===== config.mk =====
export PLATFORM = sky130hd
export DESIGN_NAME = time_of_day_adjuster
export DESIGN_NICKNAME = d
export VERILOG_FILES = /design/src/tda_pkg.sv /design/src/tda_divstage.sv /design/src/tda_clock.sv /design/src/time_of_day_adjuster.sv
export SDC_FILE = /design/constraint.sdc
export NUM_CORES = 2
export LEC_CHECK = 0
export BUFFER_PORTS_ARGS = -buffer_cell sky130_fd_sc_hd__buf_4
export CORE_ASPECT_RATIO = 1.4
export CORE_MARGIN = 2
export CORE_UTILIZATION = 29
export DETAILED_ROUTE_END_ITERATION = 7
export SLEW_MARGIN = 20
export SYNTH_ARGS = -nofsm -noshare
export SYNTH_HDL_FRONTEND = slang
export SYNTH_SLANG_ARGS = --single-unit

===== constraint.sdc =====
create_clock -name clk_i -period 10.13 [get_ports clk_i]
set_input_delay 1.013 -clock clk_i [delete_from_list [all_inputs] [get_ports clk_i]]
set_output_delay 1.013 -clock clk_i [all_outputs]
set_load 0.05 [all_outputs]

===== src/tda_pkg.sv =====
// Package for the time of day adjuster: field widths, radix constants,
// operation codes and the request, result and pipeline item structs.
`default_nettype none

package tda_pkg;

  localparam int unsigned ModeW   = 4;
  localparam int unsigned AmountW = 31;
  localparam int unsigned HourW   = 5;
  localparam int unsigned MinW    = 6;
  localparam int unsigned SecW    = 6;
  localparam int unsigned MilliW  = 10;

  localparam int unsigned MsPerSec   = 1000;
  localparam int unsigned SecPerMin  = 60;
  localparam int unsigned MinPerHour = 60;
  localparam int unsigned HourPerDay = 24;

  localparam int unsigned MilliMax = MsPerSec - 1;
  localparam int unsigned SecMax   = SecPerMin - 1;
  localparam int unsigned MinMax   = MinPerHour - 1;
  localparam int unsigned HourMax  = HourPerDay - 1;

  typedef enum logic [1:0] {
    OpAdd = 2'd0,
    OpSub = 2'd1,
    OpSet = 2'd2,
    OpNop = 2'd3
  } op_e;

  typedef enum logic [1:0] {
    UnitMilli = 2'd0,
    UnitSec   = 2'd1,
    UnitMin   = 2'd2,
    UnitHour  = 2'd3
  } unit_e;

  typedef struct packed {
    logic [ModeW-1:0]   mode;
    logic [AmountW-1:0] amount;
  } tda_in_t;

  typedef struct packed {
    logic [HourW-1:0]  hour_now;
    logic [MinW-1:0]   minute_now;
    logic [SecW-1:0]   second_now;
    logic [MilliW-1:0] milli_now;
  } tda_out_t;

  typedef struct packed {
    op_e               op;
    unit_e             unit;
    logic              set_ok;
    logic [MilliW-1:0] set_val;
    logic [MilliW-1:0] d_milli;
    logic [SecW-1:0]   d_sec;
    logic [MinW-1:0]   d_min;
    logic [HourW-1:0]  d_hour;
  } tda_item_t;

endpackage

`default_nettype wire


===== src/tda_divstage.sv =====
// Two-register digit extraction stage: divide by a constant through a
// reciprocal multiply, then correct once. Depends on tda_pkg.
`default_nettype none

module tda_divstage #(
  parameter int unsigned Divisor = tda_pkg::MsPerSec
) (
  input  wire logic                          clk_i,
  input  wire logic                          rst_ni,
  input  wire logic                          valid_i,
  output logic                               ready_o,
  input  wire logic [tda_pkg::AmountW-1:0]   x_i,
  input  wire logic                          active_i,
  input  wire tda_pkg::tda_item_t            item_i,
  output logic                               valid_o,
  input  wire logic                          ready_i,
  output logic [tda_pkg::AmountW-1:0]        quot_o,
  output logic [$clog2(Divisor)-1:0]         rem_o,
  output tda_pkg::tda_item_t                 item_o
);

  localparam int unsigned RecipW = 32;
  localparam int unsigned ProdW  = tda_pkg::AmountW + RecipW;
  localparam int unsigned RemW   = $clog2(Divisor);
  localparam logic [RecipW-1:0] Recip = RecipW'((64'd1 << RecipW) / Divisor);

  logic                         a_valid_q;
  logic [tda_pkg::AmountW-1:0]  a_x_q;
  logic [ProdW-1:0]             a_prod_q;
  logic                         a_active_q;
  tda_pkg::tda_item_t           a_item_q;
  logic                         a_ready;
  logic                         a_load;

  logic                         b_valid_q;
  logic [tda_pkg::AmountW-1:0]  b_quot_q;
  logic [RemW-1:0]              b_rem_q;
  tda_pkg::tda_item_t           b_item_q;
  logic                         b_ready;
  logic                         b_load;

  logic [tda_pkg::AmountW-1:0]  q0;
  logic [tda_pkg::AmountW-1:0]  back;
  logic [tda_pkg::AmountW-1:0]  diff;
  logic [RemW:0]                r0;
  logic                         over;
  logic [tda_pkg::AmountW-1:0]  quot_d;
  logic [RemW-1:0]              rem_d;

  assign b_ready = !b_valid_q || ready_i;
  assign a_ready = !a_valid_q || b_ready;
  assign a_load  = valid_i && a_ready;
  assign b_load  = a_valid_q && b_ready;
  assign ready_o = a_ready;

  always_comb begin
    q0   = a_prod_q[ProdW-1 -: tda_pkg::AmountW];
    back = tda_pkg::AmountW'(q0 * Divisor);
    diff = a_x_q - back;
    r0   = diff[RemW:0];
    over = r0 >= (RemW+1)'(Divisor);
    if (!a_active_q) begin
      quot_d = a_x_q;
      rem_d  = '0;
    end else if (over) begin
      quot_d = q0 + tda_pkg::AmountW'(1);
      rem_d  = RemW'(r0 - (RemW+1)'(Divisor));
    end else begin
      quot_d = q0;
      rem_d  = r0[RemW-1:0];
    end
  end

  always_ff @(posedge clk_i or negedge rst_ni) begin
    if (!rst_ni) begin
      a_valid_q <= 1'b0;
      b_valid_q <= 1'b0;
    end else begin
      if (a_ready) begin
        a_valid_q <= valid_i;
      end
      if (b_ready) begin
        b_valid_q <= a_valid_q;
      end
    end
  end

  always_ff @(posedge clk_i) begin
    if (a_load) begin
      a_x_q      <= x_i;
      a_prod_q   <= ProdW'(x_i) * ProdW'(Recip);
      a_active_q <= active_i;
      a_item_q   <= item_i;
    end
    if (b_load) begin
      b_quot_q <= quot_d;
      b_rem_q  <= rem_d;
      b_item_q <= a_item_q;
    end
  end

  assign valid_o = b_valid_q;
  assign quot_o  = b_quot_q;
  assign rem_o   = b_rem_q;
  assign item_o  = b_item_q;

endmodule

`default_nettype wire


===== src/tda_clock.sv =====
// Time register with mixed-radix add, subtract and field set; the time
// register is also the result register. Depends on tda_pkg.
`default_nettype none

module tda_clock (
  input  wire logic               clk_i,
  input  wire logic               rst_ni,
  input  wire logic               valid_i,
  output logic                    ready_o,
  input  wire tda_pkg::tda_item_t item_i,
  output logic                    out_valid_o,
  input  wire logic               out_stall_i,
  output tda_pkg::tda_out_t       out_data_o
);

  logic                        out_valid_q;
  logic [tda_pkg::HourW-1:0]   hour_q,  hour_d;
  logic [tda_pkg::MinW-1:0]    min_q,   min_d;
  logic [tda_pkg::SecW-1:0]    sec_q,   sec_d;
  logic [tda_pkg::MilliW-1:0]  milli_q, milli_d;
  logic                        load;

  logic [tda_pkg::MilliW:0]    ms_sum, ms_dif;
  logic [tda_pkg::SecW:0]      s_sum,  s_dif;
  logic [tda_pkg::MinW:0]      m_sum,  m_dif;
  logic [tda_pkg::HourW:0]     h_sum,  h_dif;
  logic                        c0, c1, c2, b0, b1, b2;
  logic [tda_pkg::MilliW-1:0]  ms_add, ms_sub;
  logic [tda_pkg::SecW-1:0]    s_add,  s_sub;
  logic [tda_pkg::MinW-1:0]    m_add,  m_sub;
  logic [tda_pkg::HourW-1:0]   h_add,  h_sub;

  assign ready_o = !out_valid_q || !out_stall_i;
  assign load    = valid_i && ready_o;

  always_comb begin
    ms_sum = (tda_pkg::MilliW+1)'(milli_q) + (tda_pkg::MilliW+1)'(item_i.d_milli);
    c0     = ms_sum >= (tda_pkg::MilliW+1)'(tda_pkg::MsPerSec);
    ms_add = c0 ? tda_pkg::MilliW'(ms_sum - (tda_pkg::MilliW+1)'(tda_pkg::MsPerSec))
                : ms_sum[tda_pkg::MilliW-1:0];
    s_sum  = (tda_pkg::SecW+1)'(sec_q) + (tda_pkg::SecW+1)'(item_i.d_sec)
           + (tda_pkg::SecW+1)'(c0);
    c1     = s_sum >= (tda_pkg::SecW+1)'(tda_pkg::SecPerMin);
    s_add  = c1 ? tda_pkg::SecW'(s_sum - (tda_pkg::SecW+1)'(tda_pkg::SecPerMin))
                : s_sum[tda_pkg::SecW-1:0];
    m_sum  = (tda_pkg::MinW+1)'(min_q) + (tda_pkg::MinW+1)'(item_i.d_min)
           + (tda_pkg::MinW+1)'(c1);
    c2     = m_sum >= (tda_pkg::MinW+1)'(tda_pkg::MinPerHour);
    m_add  = c2 ? tda_pkg::MinW'(m_sum - (tda_pkg::MinW+1)'(tda_pkg::MinPerHour))
                : m_sum[tda_pkg::MinW-1:0];
    h_sum  = (tda_pkg::HourW+1)'(hour_q) + (tda_pkg::HourW+1)'(item_i.d_hour)
           + (tda_pkg::HourW+1)'(c2);
    h_add  = (h_sum >= (tda_pkg::HourW+1)'(tda_pkg::HourPerDay))
           ? tda_pkg::HourW'(h_sum - (tda_pkg::HourW+1)'(tda_pkg::HourPerDay))
           : h_sum[tda_pkg::HourW-1:0];

    ms_dif = (tda_pkg::MilliW+1)'(milli_q) - (tda_pkg::MilliW+1)'(item_i.d_milli);
    b0     = ms_dif[tda_pkg::MilliW];
    ms_sub = b0 ? tda_pkg::MilliW'(ms_dif + (tda_pkg::MilliW+1)'(tda_pkg::MsPerSec))
                : ms_dif[tda_pkg::MilliW-1:0];
    s_dif  = (tda_pkg::SecW+1)'(sec_q) - (tda_pkg::SecW+1)'(item_i.d_sec)
           - (tda_pkg::SecW+1)'(b0);
    b1     = s_dif[tda_pkg::SecW];
    s_sub  = b1 ? tda_pkg::SecW'(s_dif + (tda_pkg::SecW+1)'(tda_pkg::SecPerMin))
                : s_dif[tda_pkg::SecW-1:0];
    m_dif  = (tda_pkg::MinW+1)'(min_q) - (tda_pkg::MinW+1)'(item_i.d_min)
           - (tda_pkg::MinW+1)'(b1);
    b2     = m_dif[tda_pkg::MinW];
    m_sub  = b2 ? tda_pkg::MinW'(m_dif + (tda_pkg::MinW+1)'(tda_pkg::MinPerHour))
                : m_dif[tda_pkg::MinW-1:0];
    h_dif  = (tda_pkg::HourW+1)'(hour_q) - (tda_pkg::HourW+1)'(item_i.d_hour)
           - (tda_pkg::HourW+1)'(b2);
    h_sub  = h_dif[tda_pkg::HourW]
           ? tda_pkg::HourW'(h_dif + (tda_pkg::HourW+1)'(tda_pkg::HourPerDay))
           : h_dif[tda_pkg::HourW-1:0];

    hour_d  = hour_q;
    min_d   = min_q;
    sec_d   = sec_q;
    milli_d = milli_q;
    unique case (item_i.op)
      tda_pkg::OpAdd: begin
        hour_d  = h_add;
        min_d   = m_add;
        sec_d   = s_add;
        milli_d = ms_add;
      end
      tda_pkg::OpSub: begin
        hour_d  = h_sub;
        min_d   = m_sub;
        sec_d   = s_sub;
        milli_d = ms_sub;
      end
      tda_pkg::OpSet: begin
        if (item_i.set_ok) begin
          unique case (item_i.unit)
            tda_pkg::UnitMilli: milli_d = item_i.set_val;
            tda_pkg::UnitSec:   sec_d   = item_i.set_val[tda_pkg::SecW-1:0];
            tda_pkg::UnitMin:   min_d   = item_i.set_val[tda_pkg::MinW-1:0];
            tda_pkg::UnitHour:  hour_d  = item_i.set_val[tda_pkg::HourW-1:0];
            default:            milli_d = milli_q;
          endcase
        end
      end
      default: begin
        hour_d = hour_q;
      end
    endcase
  end

  always_ff @(posedge clk_i or negedge rst_ni) begin
    if (!rst_ni) begin
      out_valid_q <= 1'b0;
      hour_q      <= '0;
      min_q       <= '0;
      sec_q       <= '0;
      milli_q     <= '0;
    end else begin
      if (ready_o) begin
        out_valid_q <= valid_i;
      end
      if (load) begin
        hour_q  <= hour_d;
        min_q   <= min_d;
        sec_q   <= sec_d;
        milli_q <= milli_d;
      end
    end
  end

  assign out_valid_o           = out_valid_q;
  assign out_data_o.hour_now   = hour_q;
  assign out_data_o.minute_now = min_q;
  assign out_data_o.second_now = sec_q;
  assign out_data_o.milli_now  = milli_q;

endmodule

`default_nettype wire


===== src/time_of_day_adjuster.sv =====
// Time of day adjuster top level: request decode, four digit extraction
// stages and the time register. Depends on tda_pkg, tda_divstage, tda_clock.
//
// Usage:
//   Input channel in_valid_i / in_stall_o carries one request (mode, amount).
//   Output channel out_valid_o / out_stall_i returns the whole time after
//   that request, one result per request, in request order.
//   The amount is split into hour, minute, second and millisecond digits by
//   four two-register divide-by-constant stages, then the time register
//   applies the add, subtract or set with mixed-radix carry or borrow; a
//   no-op leaves the time as it is.
//   Throughput: one request per cycle; each stage and the time register
//   advance whenever the stage after them is empty or moving.
//   Reset: time goes to 00:00:00.000 and all stages empty.
//   Stall: while out_stall_i is high the result holds, requests keep filling
//   empty stages, and in_stall_o rises once the pipeline is full.
`default_nettype none

module time_of_day_adjuster (
  input  wire logic             clk_i,
  input  wire logic             rst_ni,
  input  wire logic             in_valid_i,
  output logic                  in_stall_o,
  input  wire tda_pkg::tda_in_t in_data_i,
  output logic                  out_valid_o,
  input  wire logic             out_stall_i,
  output tda_pkg::tda_out_t     out_data_o
);

  localparam int unsigned MsRemW  = $clog2(tda_pkg::MsPerSec);
  localparam int unsigned SRemW   = $clog2(tda_pkg::SecPerMin);
  localparam int unsigned MRemW   = $clog2(tda_pkg::MinPerHour);
  localparam int unsigned HRemW   = $clog2(tda_pkg::HourPerDay);

  tda_pkg::tda_item_t            item0, item1, item2, item3, item4;
  tda_pkg::tda_item_t            ms_item, s_item, m_item, h_item;
  logic [tda_pkg::AmountW-1:0]   ms_quot, s_quot, m_quot;
  logic [MsRemW-1:0]             ms_rem;
  logic [SRemW-1:0]              s_rem;
  logic [MRemW-1:0]              m_rem;
  logic [HRemW-1:0]              h_rem;
  logic                          ms_valid, s_valid, m_valid, h_valid;
  logic                          ms_ready, s_ready, m_ready, h_ready, clk_ready;
  logic                          set_ok;

  always_comb begin
    unique case (tda_pkg::unit_e'(in_data_i.mode[1:0]))
      tda_pkg::UnitMilli: set_ok = in_data_i.amount <= tda_pkg::AmountW'(tda_pkg::MilliMax);
      tda_pkg::UnitSec:   set_ok = in_data_i.amount <= tda_pkg::AmountW'(tda_pkg::SecMax);
      tda_pkg::UnitMin:   set_ok = in_data_i.amount <= tda_pkg::AmountW'(tda_pkg::MinMax);
      tda_pkg::UnitHour:  set_ok = in_data_i.amount <= tda_pkg::AmountW'(tda_pkg::HourMax);
      default:            set_ok = 1'b0;
    endcase
    item0         = '0;
    item0.op      = tda_pkg::op_e'(in_data_i.mode[3:2]);
    item0.unit    = tda_pkg::unit_e'(in_data_i.mode[1:0]);
    item0.set_ok  = set_ok;
    item0.set_val = in_data_i.amount[tda_pkg::MilliW-1:0];
  end

  assign in_stall_o = !ms_ready;

  tda_divstage #(.Divisor(tda_pkg::MsPerSec)) u_ms_stage (
    .clk_i    (clk_i),
    .rst_ni   (rst_ni),
    .valid_i  (in_valid_i),
    .ready_o  (ms_ready),
    .x_i      (in_data_i.amount),
    .active_i (item0.unit == tda_pkg::UnitMilli),
    .item_i   (item0),
    .valid_o  (ms_valid),
    .ready_i  (s_ready),
    .quot_o   (ms_quot),
    .rem_o    (ms_rem),
    .item_o   (ms_item)
  );

  always_comb begin
    item1         = ms_item;
    item1.d_milli = ms_rem;
  end

  tda_divstage #(.Divisor(tda_pkg::SecPerMin)) u_s_stage (
    .clk_i    (clk_i),
    .rst_ni   (rst_ni),
    .valid_i  (ms_valid),
    .ready_o  (s_ready),
    .x_i      (ms_quot),
    .active_i (item1.unit <= tda_pkg::UnitSec),
    .item_i   (item1),
    .valid_o  (s_valid),
    .ready_i  (m_ready),
    .quot_o   (s_quot),
    .rem_o    (s_rem),
    .item_o   (s_item)
  );

  always_comb begin
    item2       = s_item;
    item2.d_sec = s_rem;
  end

  tda_divstage #(.Divisor(tda_pkg::MinPerHour)) u_m_stage (
    .clk_i    (clk_i),
    .rst_ni   (rst_ni),
    .valid_i  (s_valid),
    .ready_o  (m_ready),
    .x_i      (s_quot),
    .active_i (item2.unit <= tda_pkg::UnitMin),
    .item_i   (item2),
    .valid_o  (m_valid),
    .ready_i  (h_ready),
    .quot_o   (m_quot),
    .rem_o    (m_rem),
    .item_o   (m_item)
  );

  always_comb begin
    item3       = m_item;
    item3.d_min = m_rem;
  end

  tda_divstage #(.Divisor(tda_pkg::HourPerDay)) u_h_stage (
    .clk_i    (clk_i),
    .rst_ni   (rst_ni),
    .valid_i  (m_valid),
    .ready_o  (h_ready),
    .x_i      (m_quot),
    .active_i (1'b1),
    .item_i   (item3),
    .valid_o  (h_valid),
    .ready_i  (clk_ready),
    .quot_o   (),
    .rem_o    (h_rem),
    .item_o   (h_item)
  );

  always_comb begin
    item4        = h_item;
    item4.d_hour = h_rem;
  end

  tda_clock u_clock (
    .clk_i       (clk_i),
    .rst_ni      (rst_ni),
    .valid_i     (h_valid),
    .ready_o     (clk_ready),
    .item_i      (item4),
    .out_valid_o (out_valid_o),
    .out_stall_i (out_stall_i),
    .out_data_o  (out_data_o)
  );

endmodule

`default_nettype wire


Word-level counts from Yosys, hierarchy flattened

Index checks and enable logic that the tools add are counted.

Logic and storage cells: 211
Bits in latches: 0
Register bits after elaboration: 698
Memory bits (writable): 0
Memories kept: 0
Memory bits (read-only): 0

Add/sub/neg operators: 33
Equality and inequality tests: 13
$mul: 8
Div/mod/pow operators: 0
Shift-type cells: 0
$lt $le $gt $ge: 13
Reductions and logical operators: 38
Muxes and demuxes: 31
Bitwise operators: 0

Operators by type and width:

| kind                                                                    | count |
|---|---|
| 31-bit 2-to-1 mux                                                       | 6 |
| 31-bit by 25-bit multiplier with 56-bit output, second input constant   | 2 |
| 6-bit 2-to-1 mux                                                        | 10 |
| 31-bit by 27-bit multiplier with 58-bit output, second input constant   | 1 |
| 26-bit by 1-bit adder with 27-bit output, second input constant         | 2 |
| 31-bit by 23-bit multiplier with 54-bit output, second input constant   | 1 |
| 26-bit by 4-bit multiplier with 5-bit output, second input constant     | 2 |
| 10-bit 2-to-1 mux                                                       | 5 |
| 6-bit one-hot mux with 3 select lines                                   | 2 |
| 31-bit by 10-bit <= comparator with 1-bit output, second input constant | 1 |
| 31-bit by 5-bit <= comparator with 1-bit output, second input constant  | 1 |
| 31-bit by 6-bit <= comparator with 1-bit output, second input constant  | 1 |
| 10-bit one-hot mux with 3 select lines                                  | 1 |
| 7-bit by 6-bit >= comparator with 1-bit output, second input constant   | 4 |
| 27-bit by 2-bit multiplier with 3-bit output, second input constant     | 1 |
| 5-bit 2-to-1 mux                                                        | 5 |
| 6-bit subtractor, second input constant                                 | 4 |
| 22-bit by 1-bit adder with 23-bit output, second input constant         | 1 |
| 11-bit by 10-bit >= comparator with 1-bit output, second input constant | 2 |
| 22-bit by 7-bit multiplier with 8-bit output, second input constant     | 1 |
| 10-bit subtractor, second input constant                                | 2 |
| 4-bit AND reduction                                                     | 4 |
| 5-bit one-hot mux with 3 select lines                                   | 1 |
| 6-bit by 6-bit adder with 7-bit output                                  | 2 |
| other kinds (30)                                                        | 74 |

Logic depth before layout (Yosys ltp)

Depth after elaboration: 11
Depth in mapped cells: 39

Hierarchy

Synthesis repeated with hierarchy kept, for this count alone.

Cells, all modules: 6346
Area total of the unflattened synthesis: 70398.8 um^2

By module, submodules not included:

| module                    | sequential area each (um^2) | cells each | area an instance (um^2) | instances |
|---|---|---|---|---|
| tda_divstage (u_h_stage)  | 5425.2                      | 1752       | 19663.9                 | 1 |
| tda_divstage (u_ms_stage) | 5425.2                      | 1590       | 18051.1                 | 1 |
| tda_divstage (u_m_stage)  | 5425.2                      | 1179       | 13810.7                 | 1 |
| tda_divstage (u_s_stage)  | 5425.2                      | 1154       | 13693.1                 | 1 |
| tda_clock                 | 700.7                       | 644        | 5006.1                  | 1 |
| time_of_day_adjuster      | 0.0                         | 27         | 173.9                   | 1 |

Least setup slack after synthesis

Ideal clock, no wire load.

Path type: flip-flop to flip-flop
Start point: register u_clock.milli_q[1] (netlist name)
End point: register u_clock.hour_q[4] (netlist name)
Clock period less this slack: 8.021 ns
Required time: 10.063 ns
Cell stages (with the launch flop): 34
Slack: 2.109 ns
Arrival time: 7.954 ns
Path buffers: 0
Setup time: 0.067 ns
Cells stage by stage: dfrtp_1 > ha_1 > nand2b_1 > a2111o_1 > nand3_1 > a2111oi_0 > or3b_2 > a41oi_2 > fa_1 > inv_1 > fa_1 > a21o_1 > a21oi_1 > xnor2_1 > a221oi_1 > or2_2 > fa_1 > fa_1 > xnor2_1 > ha_1 > inv_1 > o31a_1 > o31ai_1 > inv_1 > fa_1 > inv_1 > fa_1 > a21oi_1 > nor2_1 > nor2_1 > xnor2_1 > or3_1 > a31oi_1 > mux2_2

Cells in the longest elaborated chain, start to end: 10
Elaborated cells between the ends (all ways): 17
Classes of those cells: add/sub (10); order compare (4); mux (3)

RTL lines:

| item                                                                               | line                             | RTL |
|---|---|---|
| from (decl)                                                                        | tda_clock.sv:20                  | `logic [tda_pkg::MilliW-1:0] milli_q, milli_d;` |
| from (signal assigned)                                                             | tda_clock.sv:126                 | `milli_q <= milli_d;` |
| 10-bit by 10-bit adder with 11-bit output                                          | tda_clock.sv:37                  | `ms_sum = (tda_pkg::MilliW+1)'(milli_q) + (tda_pkg::MilliW+1)'(item_i.d_milli);` |
| 11-bit by 10-bit >= comparator with 1-bit output                                   | tda_clock.sv:38                  | `c0 = ms_sum >= (tda_pkg::MilliW+1)'(tda_pkg::MsPerSec);` |
| 7-bit by 1-bit adder with 7-bit output                                             | tda_clock.sv:42                  | `+ (tda_pkg::SecW+1)'(c0);` |
| 7-bit by 6-bit >= comparator with 1-bit output                                     | tda_clock.sv:43                  | `c1 = s_sum >= (tda_pkg::SecW+1)'(tda_pkg::SecPerMin);` |
| 7-bit by 1-bit adder with 7-bit output                                             | tda_clock.sv:47                  | `+ (tda_pkg::MinW+1)'(c1);` |
| 7-bit by 6-bit >= comparator with 1-bit output                                     | tda_clock.sv:48                  | `c2 = m_sum >= (tda_pkg::MinW+1)'(tda_pkg::MinPerHour);` |
| 6-bit by 1-bit adder with 6-bit output                                             | tda_clock.sv:52                  | `+ (tda_pkg::HourW+1)'(c2);` |
| 5-bit subtractor or 6-bit by 5-bit >= comparator with 1-bit output (tied branches) | tda_clock.sv:54, tda_clock.sv:53 |  |
| 5-bit 2-to-1 mux                                                                   | tda_clock.sv:54                  | `? tda_pkg::HourW'(h_sum - (tda_pkg::HourW+1)'(tda_pkg::HourPerDay))` |
| 5-bit one-hot mux with 3 select lines (*)                                          | tda_clock.sv:81                  | `unique case (item_i.op)` |
| to (signal assigned)                                                               | tda_clock.sv:123                 | `hour_q <= hour_d;` |
| to (decl)                                                                          | tda_clock.sv:17                  | `logic [tda_pkg::HourW-1:0] hour_q, hour_d;` |

Mark *: on every way between the ends. The rest lies on a longest branch, timed or not.
A chain may end at the register's enable or synchronous reset.

Worst setup path after layout

Start point: register u_h_stage.b_item_q (netlist bit u_h_stage.item_o[18])
End point: register u_clock.hour_q[4] (netlist name)

Cells in the longest elaborated chain, start to end: 10
Elaborated cells between the ends (all ways): 17
Classes of those cells: add/sub (10); order compare (4); mux (3)

RTL lines:

| item                                                                               | line                             | RTL |
|---|---|---|
| from (decl)                                                                        | tda_divstage.sv:38               | `tda_pkg::tda_item_t b_item_q;` |
| from (signal assigned)                                                             | tda_divstage.sv:98               | `b_item_q <= a_item_q;` |
| 10-bit by 10-bit adder with 11-bit output                                          | tda_clock.sv:37                  |  |
| 11-bit by 10-bit >= comparator with 1-bit output                                   | tda_clock.sv:38                  |  |
| 7-bit by 1-bit adder with 7-bit output                                             | tda_clock.sv:42                  |  |
| 7-bit by 6-bit >= comparator with 1-bit output                                     | tda_clock.sv:43                  |  |
| 7-bit by 1-bit adder with 7-bit output                                             | tda_clock.sv:47                  |  |
| 7-bit by 6-bit >= comparator with 1-bit output                                     | tda_clock.sv:48                  |  |
| 6-bit by 1-bit adder with 6-bit output                                             | tda_clock.sv:52                  |  |
| 5-bit subtractor or 6-bit by 5-bit >= comparator with 1-bit output (tied branches) | tda_clock.sv:54, tda_clock.sv:53 |  |
| 5-bit 2-to-1 mux                                                                   | tda_clock.sv:54                  |  |
| 5-bit one-hot mux with 3 select lines (*)                                          | tda_clock.sv:81                  |  |

Marks and branches as above.

==> results.toml <==
[run_status]
status = "completed"

[clocking]
cts_buffers = 53
cts_tree = "built"
cts-htree-levels = 2
ctsResizeCount = 0
cts_buffer_depth = 3
clk_latency_ns = 0.65
postCtsSetupBuffers = 0
clk_pin_slew_ns = 0.07
clockRootBuffer = "clkbuf_16"
cts.sinks = 541
cts_hold_buf = 0

[timing]
fmax_ghz = 0.116
skew_ns = 0.0616
finalMaxSlewViolations = 0
final_hold_viol_count = 0
final.min_clock_period_ns = 8.60
worstMarginPinSlew_ns = 1.07
relSlewSlack_pct = 28.5
setup_viol = 0
grt_setup_unrepaired = "false"
fin_crit_sh_pct = 84.9
setup_tns_ns = 0

[placed_design]
placed_cells = 7709
dp_hpwl_um = 109000
port_buffers = 67
gp_congestion = 0.922

[logic_synthesis]
yosysSeqAreaShare_pct = 28.4
async_flop_share_pct = 6.65
synth_top_area_cell = "edfxtp_1"
synth_top_area_share_pct = 26.8
yosys-top-cells-area = "edfxtp_1 (27%), fa_1 (23%), ha_1 (23%)"
yosysUniqueCellTypes = 85
syn_inst = 5072
synthesis.nets = 6789
synth_edf_count = 505
avgSynthCellArea_um2 = 11.2
synth_area_mm2 = 0.0566
synth_warnings = 0
synth-seq-cells = 541
yosys_most_used_dff = "edfxtp_1"

[floorplan]
dieHeight_um = 527
ios = 68
die_width_um = 377
fp.coreArea_mm2 = 0.194
initial_core_util_pct = 29.2
rows = 191
die_area_mm2 = 0.199

[global_routing]
track_usage_pct = 13.4
grt_max_degree = 84
grt_pass1_wl_um = 210000
grt_antenna_before_repair = 4
globalRouteOverflowTotal = 0
grt_pass1_vias = 38500

[layout]
multi_input_area_mm2 = 0.0357
final_util_pct = 32.1
seq_area_mm2 = 0.0161
drive_above_1_share_pct = 4.15
fin_cells = 7809
fin_nets = 6876
area_growth_pct = 9.77
fillers = 19500

[setup_path]
required_ns = 10.70
path_delay_family = "adder cells"
crit_path_max_fanout = 7
slowest_delay_ns = 0.52
crit_top_cell = "fa_1"
worstSetupPathType = "register to register"
cp_slowest_cell = "or3b_2"
timing.critical_path.buf_inv = 5
cp.arrival_ns = 9.17
cp-start-kind = "register"
worst_setup_path_end_kind = "register"

[detailed_routing]
drc = 0
dr.pass1.iters = 5
routedWlPerCell_um = 16.8
initialDrtViolationCount = 1695
drt-total-wl_um = 131000
ant_nets = 0
vias_per_cell = 4.54
vias = 35500

[hold_path]
hp-class = "input port to async pin"

[run]
cap_viol_max_count = 0
registers in the layout (all words and copies together), names as in the netlist, 10 cells and up:
name	cells
u_clock.milli_q	10
u_h_stage.a_item_q	37
u_h_stage.item_o	37
u_m_stage.a_item_q	31
u_m_stage.a_prod_q	26
u_m_stage.a_x_q	31
u_m_stage.item_o	31
u_m_stage.quot_o	31
u_ms_stage.a_item_q	14
u_ms_stage.a_prod_q	22
u_ms_stage.a_x_q	22
u_ms_stage.item_o	15
u_ms_stage.quot_o	31
u_ms_stage.rem_o	10
u_s_stage.a_item_q	25
u_s_stage.a_prod_q	26
u_s_stage.a_x_q	31
u_s_stage.item_o	25
u_s_stage.quot_o	31
synth_stat cells (6+ instances only):
| cell type | n |
|---|---|
| dfrtp_1 | 36 |
| o211ai_1 | 16 |
| nand3_1 | 61 |
| xnor2_1 | 146 |
| a21oi_1 | 217 |
| nor2_1 | 183 |
| nand2b_1 | 27 |
| nand4_1 | 38 |
| o31a_1 | 8 |
| o21a_1 | 27 |
| a31o_2 | 9 |
| a31oi_1 | 29 |
| inv_1 | 1242 |
| xor2_1 | 79 |
| buf_2 | 6 |
| nor3b_1 | 12 |
| o21ai_0 | 103 |
| and3_1 | 27 |
| mux2_2 | 6 |
| and4_1 | 7 |
| or2_2 | 8 |
| nor2b_1 | 48 |
| edfxtp_1 | 505 |
| a221oi_1 | 11 |
| o2111ai_1 | 8 |
| a21o_1 | 67 |
| o21bai_1 | 22 |
| nand3b_1 | 10 |
| o41ai_1 | 7 |
| o31ai_1 | 15 |
| clkbuf_1 | 37 |
| mux2i_1 | 12 |
| or4_1 | 7 |
| nand2_1 | 144 |
| nor3_1 | 43 |
| or3_1 | 13 |
| and2_1 | 26 |
| ha_1 | 1028 |
| a311oi_1 | 6 |
| fa_1 | 650 |
| a211oi_1 | 28 |
worst register-to-register path: cells and delay by family, from the launching register on:
family	cells	cell delay, ns
xor+xnor	3	0.68
fa+ha+maj	8	2.58
buf+inv	5	0.52
simple gates	7	1.61
compound gates	10	2.52
flops	1	0.45
mux	1	0.16
final cells by class:
cell class / count / area share [%]
clock buffers: 60 / 2.18
flip-flops and latches: 541 / 25.9
clock inverters: 39 / 0.763
repair buffers: 81 / 0.979
well taps: 2605 / 5.25
diodes: 1 / 0.00403
inverters: 1242 / 7.50
multi-input cells: 3240 / 57.5
per-stage QoR:
step,setup WS (ns),hold WS [ns],area [um^2]
final,1.53,0.357,62100
after global routing,0.927,0.380,62100
after CTS,1.53,0.354,62100
after detailed placement,1.54,0.405,60300
after global placement,1.64,0.402,60300
after floorplan,2.11,0.400,56600
path summary, 6_finish.rpt:
check	startpoint	endpoint	slack, ns	cells past startpoint
setup / recovery	u_h_stage.item_o[18]$_DFFE_PP_	u_clock.hour_q[4]$_DFFE_PN0P_	1.53	34
max in group asynchronous	rst_ni	u_ms_stage.a_valid_q$_DFFE_PN0N_	9.38	1
hold reg to reg	u_h_stage.a_item_q[9]$_DFFE_PP_	u_h_stage.item_o[9]$_DFFE_PP_	0.40	0
setup reg to reg	u_h_stage.item_o[18]$_DFFE_PP_	u_clock.hour_q[4]$_DFFE_PN0P_	1.53	34
hold / removal	rst_ni	u_clock.milli_q[1]$_DFFE_PN0P_	0.36	1
min in group clk_i	u_h_stage.a_item_q[9]$_DFFE_PP_	u_h_stage.item_o[9]$_DFFE_PP_	0.40	0
layer usage:
metal  wire (um)  part of all wire [%]  track usage [%]  up-vias
met3        3880                   3.0             1.02      247
met5          13                0.0099                0        -
li1            -                     -                -    17000
met2       70000                    53             25.5      617
met1       52300                    40             15.6    17600
met4        5090                   3.9             4.84        2
logic make-up (layout without fill, tap and decap cells):
group / Yosys count / after routing / share of synthesized area (%)
AOI/OAI and AO/OA: 634 / 634 / 7.21
adders and majority gates: 1678 / 1678 / 45.7
and+or+nand+nor: 679 / 679 / 6.07
buffers and inverters: 1291 / 1422 / 8.60
DFF: 541 / 541 / 28.4
xor gates and xnor gates: 231 / 231 / 3.71
other: 0 / 1 / 0
muxes: 18 / 18 / 0.332
layout by cell type (no fill, tap or decap), drive strengths merged, types with 30 or more instances in the layout:
| cell | count |
|---|---|
| a21o | 67 |
| nor2 | 183 |
| clkbuf | 60 |
| fa | 650 |
| o21ai | 105 |
| nor3 | 48 |
| xor2 | 79 |
| edfxtp | 505 |
| buf | 81 |
| a31oi | 30 |
| nand2 | 144 |
| nor2b | 48 |
| ha | 1028 |
| dfrtp | 36 |
| inv | 1248 |
| nand3 | 61 |
| nand4 | 39 |
| xnor2 | 147 |
| a21oi | 217 |
Power is not shown: default switching activity piles up to over one toggle a cycle in this logic, so the estimate is an artifact.
